$ cat src/hw/rtl/cpg_pkg.sv
// Package for the circle pixel generator: shared types, codes and constants.
// No dependencies; every other file of the block refers to it by scoped names.
package cpg_pkg;

    localparam int COORD_BITS_DEF = 11;
    localparam int RADIUS_BITS    = 8;
    localparam int COLOR_BITS     = 16;
    localparam int OFFSET_BITS    = 10;
    localparam int DEC_BITS       = 13;
    localparam int IDX_BITS       = 4;

    localparam logic [IDX_BITS-1:0] LAST_POINT = IDX_BITS'(8);

    localparam int DEC_INIT      = 3;
    localparam int DEC_INC_STRAIGHT = 6;
    localparam int DEC_INC_DIAG  = 10;

    localparam int BOUND_X_RST = 799;
    localparam int BOUND_Y_RST = 479;
    localparam int CLIP_W_RST  = 800;
    localparam int CLIP_H_RST  = 480;

    typedef enum logic {
        ACT_START   = 1'b0,
        ACT_ADVANCE = 1'b1
    } t_action;

    typedef enum logic [1:0] {
        CFG_BOUND_X = 2'd0,
        CFG_BOUND_Y = 2'd1,
        CFG_CLIP_W  = 2'd2,
        CFG_CLIP_H  = 2'd3
    } t_cfg_reg;

    typedef struct packed {
        logic [COLOR_BITS-1:0]         color;
        logic signed [OFFSET_BITS-1:0] a_old;
        logic signed [OFFSET_BITS-1:0] b_old;
        logic signed [OFFSET_BITS-1:0] a_new;
        logic signed [OFFSET_BITS-1:0] b_new;
        logic                          fin;
    } t_job;

    typedef struct packed {
        logic free;
    } t_emit_status;

endpackage

$ cat src/hw/rtl/cpg_if.sv
// Valid/ready channel interfaces for the circle pixel generator requests and pixels.
// Depends on cpg_pkg for the action code type and default coordinate width.
interface cpg_in_if #(
    parameter int COORD_BITS = cpg_pkg::COORD_BITS_DEF
) ();
    logic                                valid;
    logic                                ready;
    cpg_pkg::t_action                    action;
    logic [COORD_BITS-1:0]               center_x;
    logic [COORD_BITS-1:0]               center_y;
    logic [cpg_pkg::RADIUS_BITS-1:0]     radius;
    logic [cpg_pkg::COLOR_BITS-1:0]      color;

    modport source (output valid, action, center_x, center_y, radius, color, input ready);
    modport sink (input valid, action, center_x, center_y, radius, color, output ready);
endinterface

interface cpg_out_if #(
    parameter int COORD_BITS = cpg_pkg::COORD_BITS_DEF
) ();
    logic                                valid;
    logic                                ready;
    logic [COORD_BITS-1:0]               pixel_x;
    logic [COORD_BITS-1:0]               pixel_y;
    logic [cpg_pkg::COLOR_BITS-1:0]      pixel_color;
    logic                                visible;
    logic                                last;

    modport source (output valid, pixel_x, pixel_y, pixel_color, visible, last, input ready);
    modport sink (input valid, pixel_x, pixel_y, pixel_color, visible, last, output ready);
endinterface

$ cat src/hw/rtl/cpg_step.sv
// Circle state and one midpoint step per accepted advance request while a circle is active.
// Depends on cpg_pkg; hands a job to cpg_emit for every step it performs.
module cpg_step #(
    parameter int COORD_BITS = cpg_pkg::COORD_BITS_DEF
) (
    input  logic                               i_clk,
    input  logic                               i_rst_n,
    input  logic                               i_accept,
    input  cpg_pkg::t_action                   i_action,
    input  logic [COORD_BITS-1:0]              i_center_x,
    input  logic [COORD_BITS-1:0]              i_center_y,
    input  logic [cpg_pkg::RADIUS_BITS-1:0]    i_radius,
    input  logic [cpg_pkg::COLOR_BITS-1:0]     i_color,
    input  logic [COORD_BITS-1:0]              i_bound_x,
    input  logic [COORD_BITS-1:0]              i_bound_y,
    output logic                               o_job_load,
    output cpg_pkg::t_job                      o_job,
    output logic [COORD_BITS-1:0]              o_job_cx,
    output logic [COORD_BITS-1:0]              o_job_cy
);

    localparam int OB = cpg_pkg::OFFSET_BITS;
    localparam int DB = cpg_pkg::DEC_BITS;

    logic                          r_active, n_active;
    logic [COORD_BITS-1:0]         r_cx, n_cx;
    logic [COORD_BITS-1:0]         r_cy, n_cy;
    logic [cpg_pkg::COLOR_BITS-1:0] r_color, n_color;
    logic signed [OB-1:0]          r_a, n_a;
    logic signed [OB-1:0]          r_b, n_b;
    logic signed [DB-1:0]          r_dec, n_dec;

    logic                          start_ok;
    logic [COORD_BITS:0]           sum_x;
    logic [COORD_BITS:0]           sum_y;
    logic signed [OB-1:0]          a_inc;
    logic signed [OB-1:0]          b_step;
    logic signed [DB-1:0]          dec_step;
    logic signed [DB-1:0]          dec_init;
    logic                          fin;

    assign sum_x = {1'b0, i_center_x} + (COORD_BITS+1)'(i_radius);
    assign sum_y = {1'b0, i_center_y} + (COORD_BITS+1)'(i_radius);
    assign start_ok = i_accept && (i_action == cpg_pkg::ACT_START)
                      && (sum_x <= {1'b0, i_bound_x}) && (sum_y <= {1'b0, i_bound_y});
    assign o_job_load = i_accept && (i_action == cpg_pkg::ACT_ADVANCE) && r_active;

    assign dec_init = DB'(cpg_pkg::DEC_INIT) - (DB'(i_radius) <<< 1);

    always_comb begin
        a_inc = r_a + OB'(1);
        if (r_dec[DB-1]) begin
            b_step   = r_b;
            dec_step = r_dec + (DB'(a_inc) <<< 2) + DB'(cpg_pkg::DEC_INC_STRAIGHT);
        end else begin
            b_step   = r_b - OB'(1);
            dec_step = r_dec + DB'(cpg_pkg::DEC_INC_DIAG) + ((DB'(a_inc) - DB'(r_b)) <<< 2);
        end
        fin = a_inc > b_step;
    end

    always_comb begin
        n_active = r_active;
        n_cx     = r_cx;
        n_cy     = r_cy;
        n_color  = r_color;
        n_a      = r_a;
        n_b      = r_b;
        n_dec    = r_dec;
        if (start_ok) begin
            n_active = 1'b1;
            n_cx     = i_center_x;
            n_cy     = i_center_y;
            n_color  = i_color;
            n_a      = '0;
            n_b      = OB'(i_radius);
            n_dec    = dec_init;
        end else if (o_job_load) begin
            n_active = !fin;
            n_a      = a_inc;
            n_b      = b_step;
            n_dec    = dec_step;
        end
    end

    always_ff @(posedge i_clk) begin
        if (!i_rst_n) begin
            r_active <= 1'b0;
        end else begin
            r_active <= n_active;
        end
        r_cx    <= n_cx;
        r_cy    <= n_cy;
        r_color <= n_color;
        r_a     <= n_a;
        r_b     <= n_b;
        r_dec   <= n_dec;
    end

    always_comb begin
        o_job.color = r_color;
        o_job.a_old = r_a;
        o_job.b_old = r_b;
        o_job.a_new = a_inc;
        o_job.b_new = b_step;
        o_job.fin   = fin;
    end

    assign o_job_cx = r_cx;
    assign o_job_cy = r_cy;

endmodule

$ cat src/hw/rtl/cpg_emit.sv
// Pixel emitter: holds one step's job and sends its nine points through an output register.
// Depends on cpg_pkg; fed by cpg_step.
module cpg_emit #(
    parameter int COORD_BITS = cpg_pkg::COORD_BITS_DEF
) (
    input  logic                               i_clk,
    input  logic                               i_rst_n,
    input  logic                               i_job_load,
    input  cpg_pkg::t_job                      i_job,
    input  logic [COORD_BITS-1:0]              i_job_cx,
    input  logic [COORD_BITS-1:0]              i_job_cy,
    input  logic [COORD_BITS:0]                i_clip_w,
    input  logic [COORD_BITS:0]                i_clip_h,
    input  logic                               i_out_ready,
    output cpg_pkg::t_emit_status              o_status,
    output logic                               o_out_valid,
    output logic [COORD_BITS-1:0]              o_pixel_x,
    output logic [COORD_BITS-1:0]              o_pixel_y,
    output logic [cpg_pkg::COLOR_BITS-1:0]     o_pixel_color,
    output logic                               o_visible,
    output logic                               o_last
);

    localparam int OB  = cpg_pkg::OFFSET_BITS;
    localparam int EXT = COORD_BITS + 2;
    localparam int IB  = cpg_pkg::IDX_BITS;

    logic                      r_job_valid, n_job_valid;
    cpg_pkg::t_job             r_job, n_job;
    logic [COORD_BITS-1:0]     r_cx, n_cx;
    logic [COORD_BITS-1:0]     r_cy, n_cy;
    logic [IB-1:0]             r_idx, n_idx;

    logic                      r_out_valid, n_out_valid;
    logic [COORD_BITS-1:0]     r_px, n_px;
    logic [COORD_BITS-1:0]     r_py, n_py;
    logic [cpg_pkg::COLOR_BITS-1:0] r_pcol, n_pcol;
    logic                      r_vis, n_vis;
    logic                      r_last, n_last;

    logic                      out_load;
    logic                      at_last;
    logic signed [OB-1:0]      dx;
    logic signed [OB-1:0]      dy;
    logic signed [EXT-1:0]     px_ext;
    logic signed [EXT-1:0]     py_ext;
    logic                      vis;

    assign at_last  = (r_idx == cpg_pkg::LAST_POINT);
    assign out_load = r_job_valid && (!r_out_valid || i_out_ready);

    assign o_status.free = !r_job_valid || (at_last && out_load);

    always_comb begin
        unique case (r_idx)
            IB'(0): begin dx = -r_job.b_old; dy = -r_job.a_old; end
            IB'(1): begin dx =  r_job.b_old; dy = -r_job.a_old; end
            IB'(2): begin dx = -r_job.a_old; dy =  r_job.b_old; end
            IB'(3): begin dx = -r_job.a_old; dy = -r_job.b_old; end
            IB'(4): begin dx =  r_job.b_old; dy =  r_job.a_old; end
            IB'(5): begin dx =  r_job.a_old; dy = -r_job.b_old; end
            IB'(6): begin dx =  r_job.a_old; dy =  r_job.b_old; end
            IB'(7): begin dx = -r_job.b_old; dy =  r_job.a_old; end
            default: begin dx = r_job.a_new; dy = r_job.b_new; end
        endcase
    end

    assign px_ext = $signed({2'b00, r_cx}) + EXT'(dx);
    assign py_ext = $signed({2'b00, r_cy}) + EXT'(dy);
    assign vis = !px_ext[EXT-1] && !py_ext[EXT-1]
                 && (px_ext[COORD_BITS:0] < i_clip_w) && (py_ext[COORD_BITS:0] < i_clip_h);

    always_comb begin
        n_job_valid = r_job_valid;
        n_job       = r_job;
        n_cx        = r_cx;
        n_cy        = r_cy;
        n_idx       = r_idx;
        if (i_job_load) begin
            n_job_valid = 1'b1;
            n_job       = i_job;
            n_cx        = i_job_cx;
            n_cy        = i_job_cy;
            n_idx       = '0;
        end else if (out_load) begin
            n_job_valid = !at_last;
            n_idx       = r_idx + IB'(1);
        end
    end

    always_comb begin
        n_out_valid = r_out_valid;
        n_px        = r_px;
        n_py        = r_py;
        n_pcol      = r_pcol;
        n_vis       = r_vis;
        n_last      = r_last;
        if (out_load) begin
            n_out_valid = 1'b1;
            n_px        = vis ? px_ext[COORD_BITS-1:0] : '0;
            n_py        = vis ? py_ext[COORD_BITS-1:0] : '0;
            n_pcol      = r_job.color;
            n_vis       = vis;
            n_last      = at_last && r_job.fin;
        end else if (i_out_ready) begin
            n_out_valid = 1'b0;
        end
    end

    always_ff @(posedge i_clk) begin
        if (!i_rst_n) begin
            r_job_valid <= 1'b0;
            r_out_valid <= 1'b0;
        end else begin
            r_job_valid <= n_job_valid;
            r_out_valid <= n_out_valid;
        end
        r_job  <= n_job;
        r_cx   <= n_cx;
        r_cy   <= n_cy;
        r_idx  <= n_idx;
        r_px   <= n_px;
        r_py   <= n_py;
        r_pcol <= n_pcol;
        r_vis  <= n_vis;
        r_last <= n_last;
    end

    assign o_out_valid   = r_out_valid;
    assign o_pixel_x     = r_px;
    assign o_pixel_y     = r_py;
    assign o_pixel_color = r_pcol;
    assign o_visible     = r_vis;
    assign o_last        = r_last;

endmodule

$ cat src/hw/rtl/circle_pixel_generator_unit.sv
// Midpoint circle rasterizer: a start request gives no pixel; an advance request loads its step
// into the job register of cpg_emit on acceptance, then its first pixel moves into the output
// register, and while the output is not stalled its nine pixels follow back to back.
// Requests are accepted only while no step is pending or as its last point enters the output
// register; start requests are taken every cycle while no step is being sent out.
// Synchronous active-low reset clears the circle, the pending step, the output register and
// restores the bound and clip registers to 799, 479, 800 and 480.
module circle_pixel_generator_unit #(
    parameter int COORD_BITS = cpg_pkg::COORD_BITS_DEF
) (
    input  logic                  i_clk,
    input  logic                  i_rst_n,
    cpg_in_if.sink                i_req,
    cpg_out_if.source             o_pix,
    input  logic                  i_cfg_we,
    input  logic [1:0]            i_cfg_index,
    input  logic [COORD_BITS:0]   i_cfg_data
);

    logic [COORD_BITS-1:0]  r_bound_x;
    logic [COORD_BITS-1:0]  r_bound_y;
    logic [COORD_BITS:0]    r_clip_w;
    logic [COORD_BITS:0]    r_clip_h;

    logic                   accept;
    logic                   job_load;
    cpg_pkg::t_job          job;
    logic [COORD_BITS-1:0]  job_cx;
    logic [COORD_BITS-1:0]  job_cy;
    cpg_pkg::t_emit_status  emit_status;

    always_ff @(posedge i_clk) begin
        if (!i_rst_n) begin
            r_bound_x <= COORD_BITS'(cpg_pkg::BOUND_X_RST);
            r_bound_y <= COORD_BITS'(cpg_pkg::BOUND_Y_RST);
            r_clip_w  <= (COORD_BITS+1)'(cpg_pkg::CLIP_W_RST);
            r_clip_h  <= (COORD_BITS+1)'(cpg_pkg::CLIP_H_RST);
        end else if (i_cfg_we) begin
            unique case (cpg_pkg::t_cfg_reg'(i_cfg_index))
                cpg_pkg::CFG_BOUND_X: r_bound_x <= i_cfg_data[COORD_BITS-1:0];
                cpg_pkg::CFG_BOUND_Y: r_bound_y <= i_cfg_data[COORD_BITS-1:0];
                cpg_pkg::CFG_CLIP_W:  r_clip_w  <= i_cfg_data;
                cpg_pkg::CFG_CLIP_H:  r_clip_h  <= i_cfg_data;
                default: ;
            endcase
        end
    end

    assign i_req.ready = emit_status.free;
    assign accept = i_req.valid && i_req.ready;

    cpg_step #(
        .COORD_BITS(COORD_BITS)
    ) u_step (
        .i_clk      (i_clk),
        .i_rst_n    (i_rst_n),
        .i_accept   (accept),
        .i_action   (i_req.action),
        .i_center_x (i_req.center_x),
        .i_center_y (i_req.center_y),
        .i_radius   (i_req.radius),
        .i_color    (i_req.color),
        .i_bound_x  (r_bound_x),
        .i_bound_y  (r_bound_y),
        .o_job_load (job_load),
        .o_job      (job),
        .o_job_cx   (job_cx),
        .o_job_cy   (job_cy)
    );

    cpg_emit #(
        .COORD_BITS(COORD_BITS)
    ) u_emit (
        .i_clk         (i_clk),
        .i_rst_n       (i_rst_n),
        .i_job_load    (job_load),
        .i_job         (job),
        .i_job_cx      (job_cx),
        .i_job_cy      (job_cy),
        .i_clip_w      (r_clip_w),
        .i_clip_h      (r_clip_h),
        .i_out_ready   (o_pix.ready),
        .o_status      (emit_status),
        .o_out_valid   (o_pix.valid),
        .o_pixel_x     (o_pix.pixel_x),
        .o_pixel_y     (o_pix.pixel_y),
        .o_pixel_color (o_pix.pixel_color),
        .o_visible     (o_pix.visible),
        .o_last        (o_pix.last)
    );

`ifndef SYNTH
    // A step is only handed over for an accepted advance request.
    a_job_from_advance: assert property (@(posedge i_clk) disable iff (!i_rst_n)
        job_load |-> (accept && i_req.action == cpg_pkg::ACT_ADVANCE))
        else $error("step job without an accepted advance request");

    // An accepted step is always followed by a valid pixel on the output channel.
    a_job_gives_pixel: assert property (@(posedge i_clk) disable iff (!i_rst_n)
        job_load |-> ##2 o_pix.valid)
        else $error("accepted step did not present a pixel");

    // Invisible pixels carry zero coordinates.
    a_invisible_zero: assert property (@(posedge i_clk) disable iff (!i_rst_n)
        (o_pix.valid && !o_pix.visible) |-> (o_pix.pixel_x == '0 && o_pix.pixel_y == '0))
        else $error("invisible pixel with nonzero coordinates");
`endif

endmodule

$ cat src/flat_wrapper.sv
// flat-port wrapper written by rule: the top's interface ports become plain ports
module circle_pixel_generator_unit_flat 
#(
    parameter int COORD_BITS = cpg_pkg::COORD_BITS_DEF
)
  (i_clk, i_rst_n, i_cfg_we, i_cfg_index, i_cfg_data, i_req_valid, i_req_action, i_req_center_x, i_req_center_y, i_req_radius, i_req_color, i_req_ready, o_pix_valid, o_pix_pixel_x, o_pix_pixel_y, o_pix_pixel_color, o_pix_visible, o_pix_last, o_pix_ready);
  cpg_in_if #(.COORD_BITS(COORD_BITS)) i_req_i ();
  cpg_out_if #(.COORD_BITS(COORD_BITS)) o_pix_i ();
  input  logic i_clk;
  input  logic i_rst_n;
  input  logic i_cfg_we;
  input  logic [1:0] i_cfg_index;
  input  logic [COORD_BITS:0] i_cfg_data;
  input wire logic [$bits(i_req_i.valid)-1:0] i_req_valid;
  input wire logic [$bits(i_req_i.action)-1:0] i_req_action;
  input wire logic [$bits(i_req_i.center_x)-1:0] i_req_center_x;
  input wire logic [$bits(i_req_i.center_y)-1:0] i_req_center_y;
  input wire logic [$bits(i_req_i.radius)-1:0] i_req_radius;
  input wire logic [$bits(i_req_i.color)-1:0] i_req_color;
  output wire logic [$bits(i_req_i.ready)-1:0] i_req_ready;
  output wire logic [$bits(o_pix_i.valid)-1:0] o_pix_valid;
  output wire logic [$bits(o_pix_i.pixel_x)-1:0] o_pix_pixel_x;
  output wire logic [$bits(o_pix_i.pixel_y)-1:0] o_pix_pixel_y;
  output wire logic [$bits(o_pix_i.pixel_color)-1:0] o_pix_pixel_color;
  output wire logic [$bits(o_pix_i.visible)-1:0] o_pix_visible;
  output wire logic [$bits(o_pix_i.last)-1:0] o_pix_last;
  input wire logic [$bits(o_pix_i.ready)-1:0] o_pix_ready;
  assign i_req_i.valid = i_req_valid;
  assign i_req_i.action = i_req_action;
  assign i_req_i.center_x = i_req_center_x;
  assign i_req_i.center_y = i_req_center_y;
  assign i_req_i.radius = i_req_radius;
  assign i_req_i.color = i_req_color;
  assign i_req_ready = i_req_i.ready;
  assign o_pix_valid = o_pix_i.valid;
  assign o_pix_pixel_x = o_pix_i.pixel_x;
  assign o_pix_pixel_y = o_pix_i.pixel_y;
  assign o_pix_pixel_color = o_pix_i.pixel_color;
  assign o_pix_visible = o_pix_i.visible;
  assign o_pix_last = o_pix_i.last;
  assign o_pix_i.ready = o_pix_ready;
  circle_pixel_generator_unit #(.COORD_BITS(COORD_BITS)) u_core (.i_clk(i_clk), .i_rst_n(i_rst_n), .i_req(i_req_i), .o_pix(o_pix_i), .i_cfg_we(i_cfg_we), .i_cfg_index(i_cfg_index), .i_cfg_data(i_cfg_data));
endmodule
$ cat config.mk
export PLATFORM = sky130hd
export DESIGN_NAME = circle_pixel_generator_unit_flat
export DESIGN_NICKNAME = d
export VERILOG_FILES = /design/src/hw/rtl/cpg_pkg.sv /design/src/hw/rtl/cpg_if.sv /design/src/hw/rtl/cpg_step.sv /design/src/hw/rtl/cpg_emit.sv /design/src/hw/rtl/circle_pixel_generator_unit.sv /design/src/flat_wrapper.sv
export SDC_FILE = /design/constraint.sdc
export NUM_CORES = 1
export LEC_CHECK = 0
export BUFFER_PORTS_ARGS = -buffer_cell sky130_fd_sc_hd__buf_2
export CORE_ASPECT_RATIO = 0.5
export CORE_MARGIN = 2
export CORE_UTILIZATION = 38
export CTS_CLUSTER_SIZE = 10
export DETAILED_ROUTE_END_ITERATION = 16
export GPL_TIMING_DRIVEN = 0
export SETUP_SLACK_MARGIN = 0.5
export SLEW_MARGIN = 20
export SYNTH_ARGS = -nofsm -noshare
export SYNTH_HDL_FRONTEND = slang
export SYNTH_SLANG_ARGS = --single-unit
export TNS_END_PERCENT = 100
$ cat constraint.sdc
create_clock -name i_clk -period 6.9 [get_ports i_clk]
set_clock_uncertainty 0.1 [all_clocks]
set_input_delay 0 -clock i_clk [delete_from_list [all_inputs] [get_ports i_clk]]
set_output_delay 0 -clock i_clk [all_outputs]
set_load 0.05 [all_outputs]
==> results of run 1 <==
cells in the mapped netlist (8+ instances only):
| cell | n |
|---|---|
| a211oi_1 | 10 |
| a21boi_0 | 29 |
| a21o_1 | 23 |
| a21oi_1 | 54 |
| a222oi_1 | 13 |
| clkbuf_1 | 21 |
| dfxtp_1 | 65 |
| edfxtp_1 | 177 |
| ha_1 | 154 |
| inv_1 | 106 |
| mux2_2 | 8 |
| mux2i_1 | 23 |
| nand2_1 | 134 |
| nand2b_1 | 11 |
| nand3_1 | 22 |
| nor2_1 | 94 |
| nor2b_1 | 17 |
| nor3_1 | 21 |
| nor3b_2 | 19 |
| nor4_1 | 12 |
| o211ai_1 | 26 |
| o21a_1 | 18 |
| o21ai_0 | 35 |
| xnor2_1 | 75 |
| xor2_1 | 28 |
layer usage:
metal  wire length, um  vias to the layer above  GRT usage [%]
met1             17800                     5194           26.5
li1                  -                     5292              -
met4              1140                        0           6.33
met3              1960                       69           2.98
met5                 0                        -              0
met2             17900                      261           33.0
layout by cell type (no fill, tap or decap), types with 22 or more instances in the layout:
master / n
dfxtp_1: 65
ha_1: 154
xor2_1: 28
a21o_1: 23
edfxtp_1: 177
nand3_1: 22
dlygate4sd3_1: 71
a21oi_1: 54
clkbuf_16: 28
buf_2: 107
mux2i_1: 23
o21ai_0: 35
clkbuf_1: 40
xnor2_1: 75
inv_1: 106
o211ai_1: 26
nor2_1: 94
nand2_1: 134
a21boi_0: 29
cells by family after synthesis:
| logic type | synth area share, % |
|---|---|
| flops | 45.9 |
| buf+inv | 4.11 |
| compound gates | 13.6 |
| fa+ha+maj | 14.3 |
| simple gates | 13.5 |
| mux | 2.22 |
| xor+xnor | 6.37 |
critical path: stages (launching register included):
cell	delay [ps]
dfxtp_1	420
inv_1	90
ha_1	270
mux2i_1	150
nor2_1	130
clkbuf_1	270
a21o_1	220
a222oi_1	430
o311ai_0	360
ha_1	430
o21ai_0	210
o21ai_0	160
a31o_2	270
a21oi_1	260
a21oi_1	130
xnor2_1	190
ha_1	280
a2111oi_2	470
nand4_4	230
buf_8	220
nor4_2	270
stage by stage:
step                      hold WS (ps)  setup WS, ps  total power, mW
after floorplan                  -1.13          1170             3.90
after global placement            77.1           657             4.61
after detailed placement          78.3           542             4.69
after CTS                         29.1           508             6.10
after global routing              29.7           674             6.55
final                             43.7          1120             6.12
cell type report:
type                            count  area [um2]  area share (%)
Buffer                             34         195            1.14
Clock buffer                       48         776            4.52
Clock inverter                      2        37.5           0.219
Inverter                          107         402            2.34
Multi-Input combinational cell    951        7220            42.1
Sequential cell                   242        6620            38.5
Tap cell                          494         618            3.60
Timing Repair Buffer              179        1300            7.59
how the worst max path moves through the flow:
stage / start / end / cells past startpoint
after floorplan: u_core.u_emit.r_idx[0] / u_core.u_step.r_b[9] / 11
after detailed placement: u_core.u_emit.r_idx[0] / u_core.u_emit.o_pixel_y[4] / 20
after CTS: u_core.u_emit.r_idx[0] / u_core.u_emit.o_pixel_y[4] / 20
final: u_core.u_emit.r_idx[0] / u_core.u_emit.o_pixel_y[4] / 20
after global placement: u_core.u_emit.r_idx[0] / u_core.u_step.r_b[9] / 11
after global routing: u_core.u_emit.r_idx[0] / u_core.u_emit.o_pixel_y[4] / 20
sequential cells by signal, summed over array words and instances, names as in the netlist, 12 cells and up:
register,cells
u_core.u_step.r_color,16
u_core.r_clip_h,12
u_core.u_emit.r_job,57
u_core.u_emit.o_pixel_color,16
u_core.r_clip_w,12
u_core.u_step.r_dec,12
power breakdown:
| group | switching, mW | internal [mW] |
|---|---|---|
| logic | 1.80 | 1.26 |
| registers | 0.0477 | 1.67 |
| clock network | 0.585 | 0.760 |
repair_timing:
action	4_1_cts	5_1_grt
endpoints found under the hold margin	106	0
endpoints found under the setup margin	0	17
resized for setup	0	5
hold buffers	71	0
==> metrics.txt, run 1 <==
Mapped Area 14400 um2; DIE WIDTH 279 um; number of hold violations in the final report 0; WHS Endpoint u_core.u_step.r_color[3]; CP arrival between 6000 and 7000 ps; final setup vio count 0; status complete, no violations; vias in the first global route 11.0k; EDFF count, synth 177; worst-margin pin slew 967 ps; worst rel slew slack 35.4%; htree depth 1; clock slew at reported path FFs about 60 ps; share of cells above drive strength 1 12.7%; IO Port Bufs 105; Final Max Slew Viols 0; leak pwr between 6 and 7 nW; # fillers 3448; Initial Utilization 38.5%; CTS tree done; worst r2r src u_core.u_emit.r_idx[0]; YS warnings 0; antenna cells 0; setup_tns 0 ps; syn_area_per_cell 10.8 um2; Routed WL 38900 um; post-place instance area 15600 um2; CTS sink cnt 242; Worst Setup Start Kind flop; clk_lat worst skew 570 ps; Worst setup EP type flop; initial antenna violation count 0; post-layout min period 5780 ps; dominant cell type by area after synthesis edfxtp_1; DR DRC count 0; Core Region 37400 um2; clk buf depth 3; Final Instance Count excl. Fillers 2057; maximum vdd drop 0.285 mV; Worst R2R End u_core.u_emit.o_pixel_y[4]; # nets final 1770; R2R cell count 20; row cnt 50; vias per cell 5.26; Routed Antenna Nets 0; FMAX ~170 MHz; top post-synthesis cells by area edfxtp_1, ha_1, dfxtp_1, xnor2_1, nand2_1; Crit Path Max Fanout 10; syn_nets about 1.6k; Finished Cell Area between 15000 and 20000 um2; routability congestion estimate 0.861; TritonCTS Buffers 28; Worst EP required 7140 ps; fraction of registers with async set/reset 0%; GRT overflow 0; first-pass GRT wire length 60700 um; total track usage 19.8%; IO Pins between 100 and 150; Worst Hold Class input pin to flop; number of DRC markers in iteration 0 790; Seq cells post-synth 242; Worst R2R Setup Slack ~1100 ps; register area share after synthesis 45.9%; WHS Path Cells 2; Crit Path Category flop to flop; Synth top area share 36.9%; post-layout util between 40% and 50%; via count 10.8k; chip height approximately 140 um; unrepaired setup endpoints after global routing false; hpwl dp 29800 um; synth unique cells 74; placed cells a little under 2k; Max-Cap Viols 0; wire per inst 18.9 um; Area growth syn-to-layout 19.1%; Setup Fix Bufs, Post-CTS 0; Initial DRT Pass Iterations 7; Main synth FF type edfxtp_1; largest net degree at the start of global routing 48; min-delay src i_req_color[3]; CTS Root Cell clkbuf_16; Die ar. 39600 um2; Tcrit/Tclk final around 84%; cells after synthesis 1334; Pwr Density roughly 360 nW/um2
Note: power is estimated with default switching activity, not from simulation.
==> run 2, diff against run 1 <==
Clock period 6.9 ns to 4.9 ns, I/O delays scaled along.
==> run 2 against run 1 <==
The run now ends with setup timing left; worst setup slack lost 1200 ps; maximum frequency grew 15%; routed wire length grew 3.6%; sequential share of layout area shrank 2.3 points; flip-flop and latch count is the same; global-route usage grew 0.18 points; sequential power grew 41%; via count grew 2.5%; total power grew 64%; cell area grew 6.8%; clock power grew 44%; register-to-register slack lost 1200 ps; critical endpoint is now u_core.u_emit.o_pixel_y[5]; largest power group unchanged.
==> metrics.txt, run 2 (synthesized netlist as in run 1, its figures left out) <==
initial antenna violation count 0; worst r2r src u_core.u_emit.r_idx[0]; worst-margin pin slew 828 ps; clk_lat worst skew 570 ps; Tcrit/Tclk final 102%; CP arrival approximately 5300 ps; Buf/Inv on CP 4; maximum vdd drop between 0.5 and 0.6 mV; DR DRC count 0; CTS sink cnt between 200 and 250; share of cells above drive strength 1 20.1%; Worst Setup Start Kind flop; Worst setup EP type flop; vias in the first global route 11.0k; Max-Cap Viols 0; commonest non-fill, non-tap cell in the layout edfxtp_1; Crit Path Max Fanout 10; Initial Utilization between 30% and 40%; vias per cell 5.28; final setup vio count 21; Worst EP required 5200 ps; GRT overflow 0; largest net degree at the start of global routing 48; Crit Path Category flop to flop; Final Hold Slack 39.9 ps; most frequent cells in the layout edfxtp_1, ha_1, nand2_1, buf_2, inv_1; Critical Path Max Stage Delay around 490 ps; Largest register FFs between 50 and 60; Die ar. 39600 um2; clock slew at reported path FFs 60 ps; IO Pins 108; post-layout min period approximately 5000 ps; Top reg by flops u_core.u_emit.r_job; violated checks setup timing; DIE WIDTH 279 um; routability congestion estimate 0.875; row cnt 50; Core Region 37400 um2; Final Max Slew Viols 0; clk buf depth 3; chip height 142 um; crit-path cells inv_4, ha_4, nor2_2, a21o_1, buf_6, a222oi_1, o311ai_1, ha_1, o21ai_1, o21ba_4, o311ai_4, nand2_1, xor2_2, ha_1, a21oi_1, nor2b_1, a2111oi_4, nand4_4, buf_6, buf_12, nor3b_4; Initial DRT Pass Iterations 5; post-layout util 49.0%; antenna cells 0; Top Family by Delay on Critical Path compound AO/OA/AOI/OAI gates; Final Worst Setup Slack -119 ps; number of hold violations in the final report 0; crit path max-delay cell type a222oi_1; hpwl dp slightly below 30000 um; CTS tree done; Critical Path Stages 21; Worst R2R End u_core.u_emit.o_pixel_y[5]; first-pass GRT wire length 61200 um; R2R cell count 21; total track usage 20.0%; IO Port Bufs 105; # nets final 1814; TritonCTS Buffers 28; status finished, violations left; Routed Antenna Nets 0; htree depth 1; worst rel slew slack 44.4%; leak pwr 7.37 nW; wire per inst between 15 and 20 um; FMAX roughly 200 MHz; unrepaired setup endpoints after global routing true; CTS Root Cell clkbuf_16; Routed WL 40200 um; Worst R2R Setup Slack -120 ps; Total Power 10.0 mW; number of DRC markers in iteration 0 792; Pwr Density 546 nW/um2; critical path endpoint u_core.u_emit.o_pixel_y[5]; via count 11.1k; crit path launch u_core.u_emit.r_idx[0]; DP Worst Slack -730 ps; Area growth syn-to-layout 27.2%; Worst Hold Class input pin to flop
## run 2: routing by layer
layer / routed length (um) / track usage (%)
met5: 0 / 0
met4: 1180 / 4.95
met3: 1880 / 3.21
met2: 18900 / 34.2
met1: 18200 / 26.5
## run 2: tightest hold or removal path, cell delays in order
cell and delay, ps:
buf_2 180, nor2_1 60, nand2_1 100, xnor2_1 90
mux2i_1 130
## run 2: worst min-delay path by stage
| stage | start | endpoint | slack [ps] | depth (start not counted) |
|---|---|---|---|---|
| finish | i_req_radius[4] | u_core.u_step.r_dec[7] | 40 | 5 |
| global route | i_req_color[8] | u_core.u_step.r_color[8] | 20 | 2 |
| CTS | i_req_color[9] | u_core.u_step.r_color[9] | 10 | 2 |
| detailed placement | i_req_color[13] | u_core.u_step.r_color[13] | 80 | 1 |
| global placement | i_req_color[3] | u_core.u_step.r_color[3] | 80 | 1 |
| floorplan | i_req_center_x[0] | u_core.u_step.o_job_cx[0] | -1 | 0 |
## run 2: area by class of cell
class	instances	area, um2
timing repair buffer	223	1700
sequential	242	6630
fill	3348	19100
multi-input combinational	951	7900
buffer	34	243
clock buffer	46	768
inverter	107	409
clock inverter	3	63.8
tap	494	618
## run 2: power breakdown
part	switching (mW)	internal, mW
clock network	0.829	1.12
registers	0.0701	2.36
logic	3.06	2.57
total	3.96	6.04
## run 2: what timing repair did
action | CTS | global route
setup buffers | 26 | 10
cloned | 2 | 0
endpoints found under the setup margin | 96 | 93
hold buffers | 78 | 0
gates resized for setup | 86 | 78
pin swaps | 29 | 38
endpoints found under the hold margin | 103 | 0
## run 2: metrics by stage
stage,TNS [ps],area (um2),instances
2_1_floorplan,0,14500,1334
3_3_place_gp,-42560,15600,1933
3_5_place_dp,-45460,15700,1935
4_1_cts,-1740,17900,2090
5_1_grt,-5330,18300,2100
6_report,-1450,18300,2100
==> run 3, diff against run 2 <==
--- a/constraint.sdc
+++ b/constraint.sdc
@@ -4,2 +4,2 @@
 set_output_delay 0 -clock i_clk [all_outputs]
-set_load 0.05 [all_outputs]
+set_load 0.01 [all_outputs]
==> run 3 against run 2 <==
Global-route usage rose by 0.10 points; register-to-register slack gained 50 ps; cell count decreased by 0.76%; via count about the same; the flow still finishes with violations (setup timing); flip-flop and latch count is the same; cell area shrank 1.0%; non-clock buffer count shrank 17; routed wire length down 0.59%; sequential share of layout area up 0.38 points; sequential power hardly changed; largest cell class unchanged; first-iteration DRC count shrank 6.6%.
==> metrics.txt, run 3 (synthesized netlist as in run 1, its figures left out) <==
status finished, violations left; violated checks setup timing; DR DRC count 0; htree depth 1; Top reg by flops u_core.u_emit.r_job; worst rel slew slack 29.7%; hpwl dp 29900 um; Worst Hold Class input pin to flop; Initial DRT Pass Iterations 8; Die ar. 39600 um2; Crit Path Category flop to flop; row cnt 50; worst-margin pin slew ~1000 ps; wire per inst 19.2 um; via count 11.1k; leak pwr 7.27 nW; share of cells above drive strength 1 19.9%; clk buf depth 3; IO Port Bufs 105; first-pass GRT wire length around 60000 um; IO Pins 108; R2R cell count 21; GRT overflow 0; vias in the first global route 11.1k; DIE WIDTH 279 um; WHS Path Cells 4; Crit Path Max Fanout 10; number of hold violations in the final report 0; final setup vio count 11; chip height approximately 140 um; Worst EP required 5210 ps; Routed Antenna Nets 0; FF+latch area roughly 6600 um2; total track usage 20.1%; routability congestion estimate 0.856; # fillers ~3.4k; number of DRC markers in iteration 0 740; antenna cells 0; Initial Utilization 38.5%; largest net degree at the start of global routing 48; Final Max Slew Viols 0; TritonCTS Buffers 28; FMAX a little over 200 MHz; maximum vdd drop around 0.49 mV; crit path max-delay cell type a222oi_1; Largest register FFs 57; min-delay src i_req_radius[2]; unrepaired setup endpoints after global routing true; Critical Path Max Stage Delay between 500 and 600 ps; Pwr Density 531 nW/um2; clock slew at reported path FFs roughly 60 ps; initial antenna violation count 0; worst r2r src u_core.u_emit.r_idx[1]; Worst R2R End u_core.u_emit.o_pixel_y[9]; post-layout util 48.5%; Area growth syn-to-layout 25.9%; post-layout min period 4970 ps; CP arrival 5280 ps; # nets final 1797; Tcrit/Tclk final 101%; CTS Root Cell clkbuf_16; CTS sink cnt 242; CTS tree done; most used cell, CP buf_6; WHS Endpoint u_core.u_step.r_dec[5]; Worst Setup Start Kind flop; Final Worst Setup Slack -68.6 ps; Routed WL 40000 um; Max-Cap Viols 0; vias per cell approximately 5.3; Worst setup EP type flop; Core Region 37400 um2; most frequent cells in the layout edfxtp_1, ha_1, nand2_1, buf_2, inv_1; Final Hold Slack approximately 26 ps; footprint of the multi-input gates 7870 um2; clk_lat worst skew 570 ps; commonest non-fill, non-tap cell in the layout edfxtp_1; Worst R2R Setup Slack -70 ps; crit-path cells inv_2, ha_4, nor2_2, a21o_1, buf_6, a222oi_1, o311ai_2, ha_1, buf_6, a211oi_2, o21ai_1, a31o_2, a21oi_4, a21oi_2, xnor2_1, ha_1, a2111oi_4, nand4_4, buf_6, buf_8, nor3b_2
[run 3: changes by cell type in the layout (fill, tap and decap cells not counted), moves of 3 or more]
cell,before,now
clkbuf_4,0,3
dlygate4sd3_1,78,71
buf_4,36,28
nor3b_4,6,1
buf_2,108,105
nor3b_2,13,19
o21ai_1,5,8
[run 3: worst max-delay path, delay by kind of cell, from the launching register on]
kind	cells	cell delay [ps]
AO/OA/AOI/OAI	9	2180
buffers and inverters	5	710
AND/OR/NAND/NOR	3	400
adder cells (fa/ha/maj)	3	920
flip-flops	1	370
XOR/XNOR	1	140
[run 3: worst max-delay path by stage]
stage / start / endpoint / slack [ps] / cells past startpoint
2_1_floorplan: u_core.u_emit.r_idx[1] / u_core.u_emit.o_pixel_y[4] / 520 / 20
3_3_place_gp: u_core.u_emit.r_idx[0] / u_core.u_emit.o_pixel_y[4] / -750 / 21
3_5_place_dp: u_core.u_emit.r_idx[0] / u_core.u_emit.o_pixel_y[4] / -810 / 21
4_1_cts: u_core.u_emit.r_idx[0] / u_core.u_emit.o_pixel_y[9] / -130 / 22
5_1_grt: u_core.u_emit.r_idx[1] / u_core.u_emit.o_pixel_y[9] / -210 / 22
6_report: u_core.u_emit.r_idx[1] / u_core.u_emit.o_pixel_y[9] / -70 / 21
[run 3: timing repair]
item / in CTS / in global routing
setup endpoints to repair: 96 / 97
resized for setup: 88 / 71
hold endpoints to repair: 106 / 0
cloned: 1 / 0
setup buffers: 17 / 10
pin swaps: 35 / 30
hold buffers: 71 / 0
[run 3: layout make-up]
type / instances / area share (%)
Clock buffer: 49 / 4.52
Sequential cell: 242 / 36.6
Clock inverter: 1 / 0.166
Buffer: 34 / 1.34
Tap cell: 494 / 3.41
Timing Repair Buffer: 206 / 8.39
Multi-Input combinational cell: 951 / 43.4
Inverter: 107 / 2.24
[run 3: report_power, final]
part / leakage (nW) / switching, mW / internal [mW] / total (mW)
Sequential: 2.13 / 0.0698 / 2.36 / 2.43
Combinational: 4.73 / 2.92 / 2.35 / 5.26
Clock: 0.404 / 0.824 / 1.13 / 1.95
[run 3: layer usage]
layer  share of wire [%]  up-vias  GRT usage [%]
li1                    -     5352              -
met2                  48      268           34.6
met4                 2.9        0           6.08
met5                   0        -              0
met3                 4.2       87           3.18
met1                  45     5378           26.1
[run 3: through the flow]
| stage | TNS (ps) | total power, mW | instances | worst slack (ps) | instance area, um2 |
|---|---|---|---|---|---|
| after global placement | -43850 | 6.59 | 1933 | -753 | 15600 |
| final | -443 | 9.64 | 2084 | -68.6 | 18100 |
| after CTS | -1580 | 9.31 | 2074 | -135 | 17700 |
| after detailed placement | -49720 | 6.70 | 1935 | -810 | 15700 |
| after global routing | -3320 | 10.2 | 2084 | -211 | 18100 |
| after floorplan | 0 | 5.61 | 1334 | 519 | 14500 |
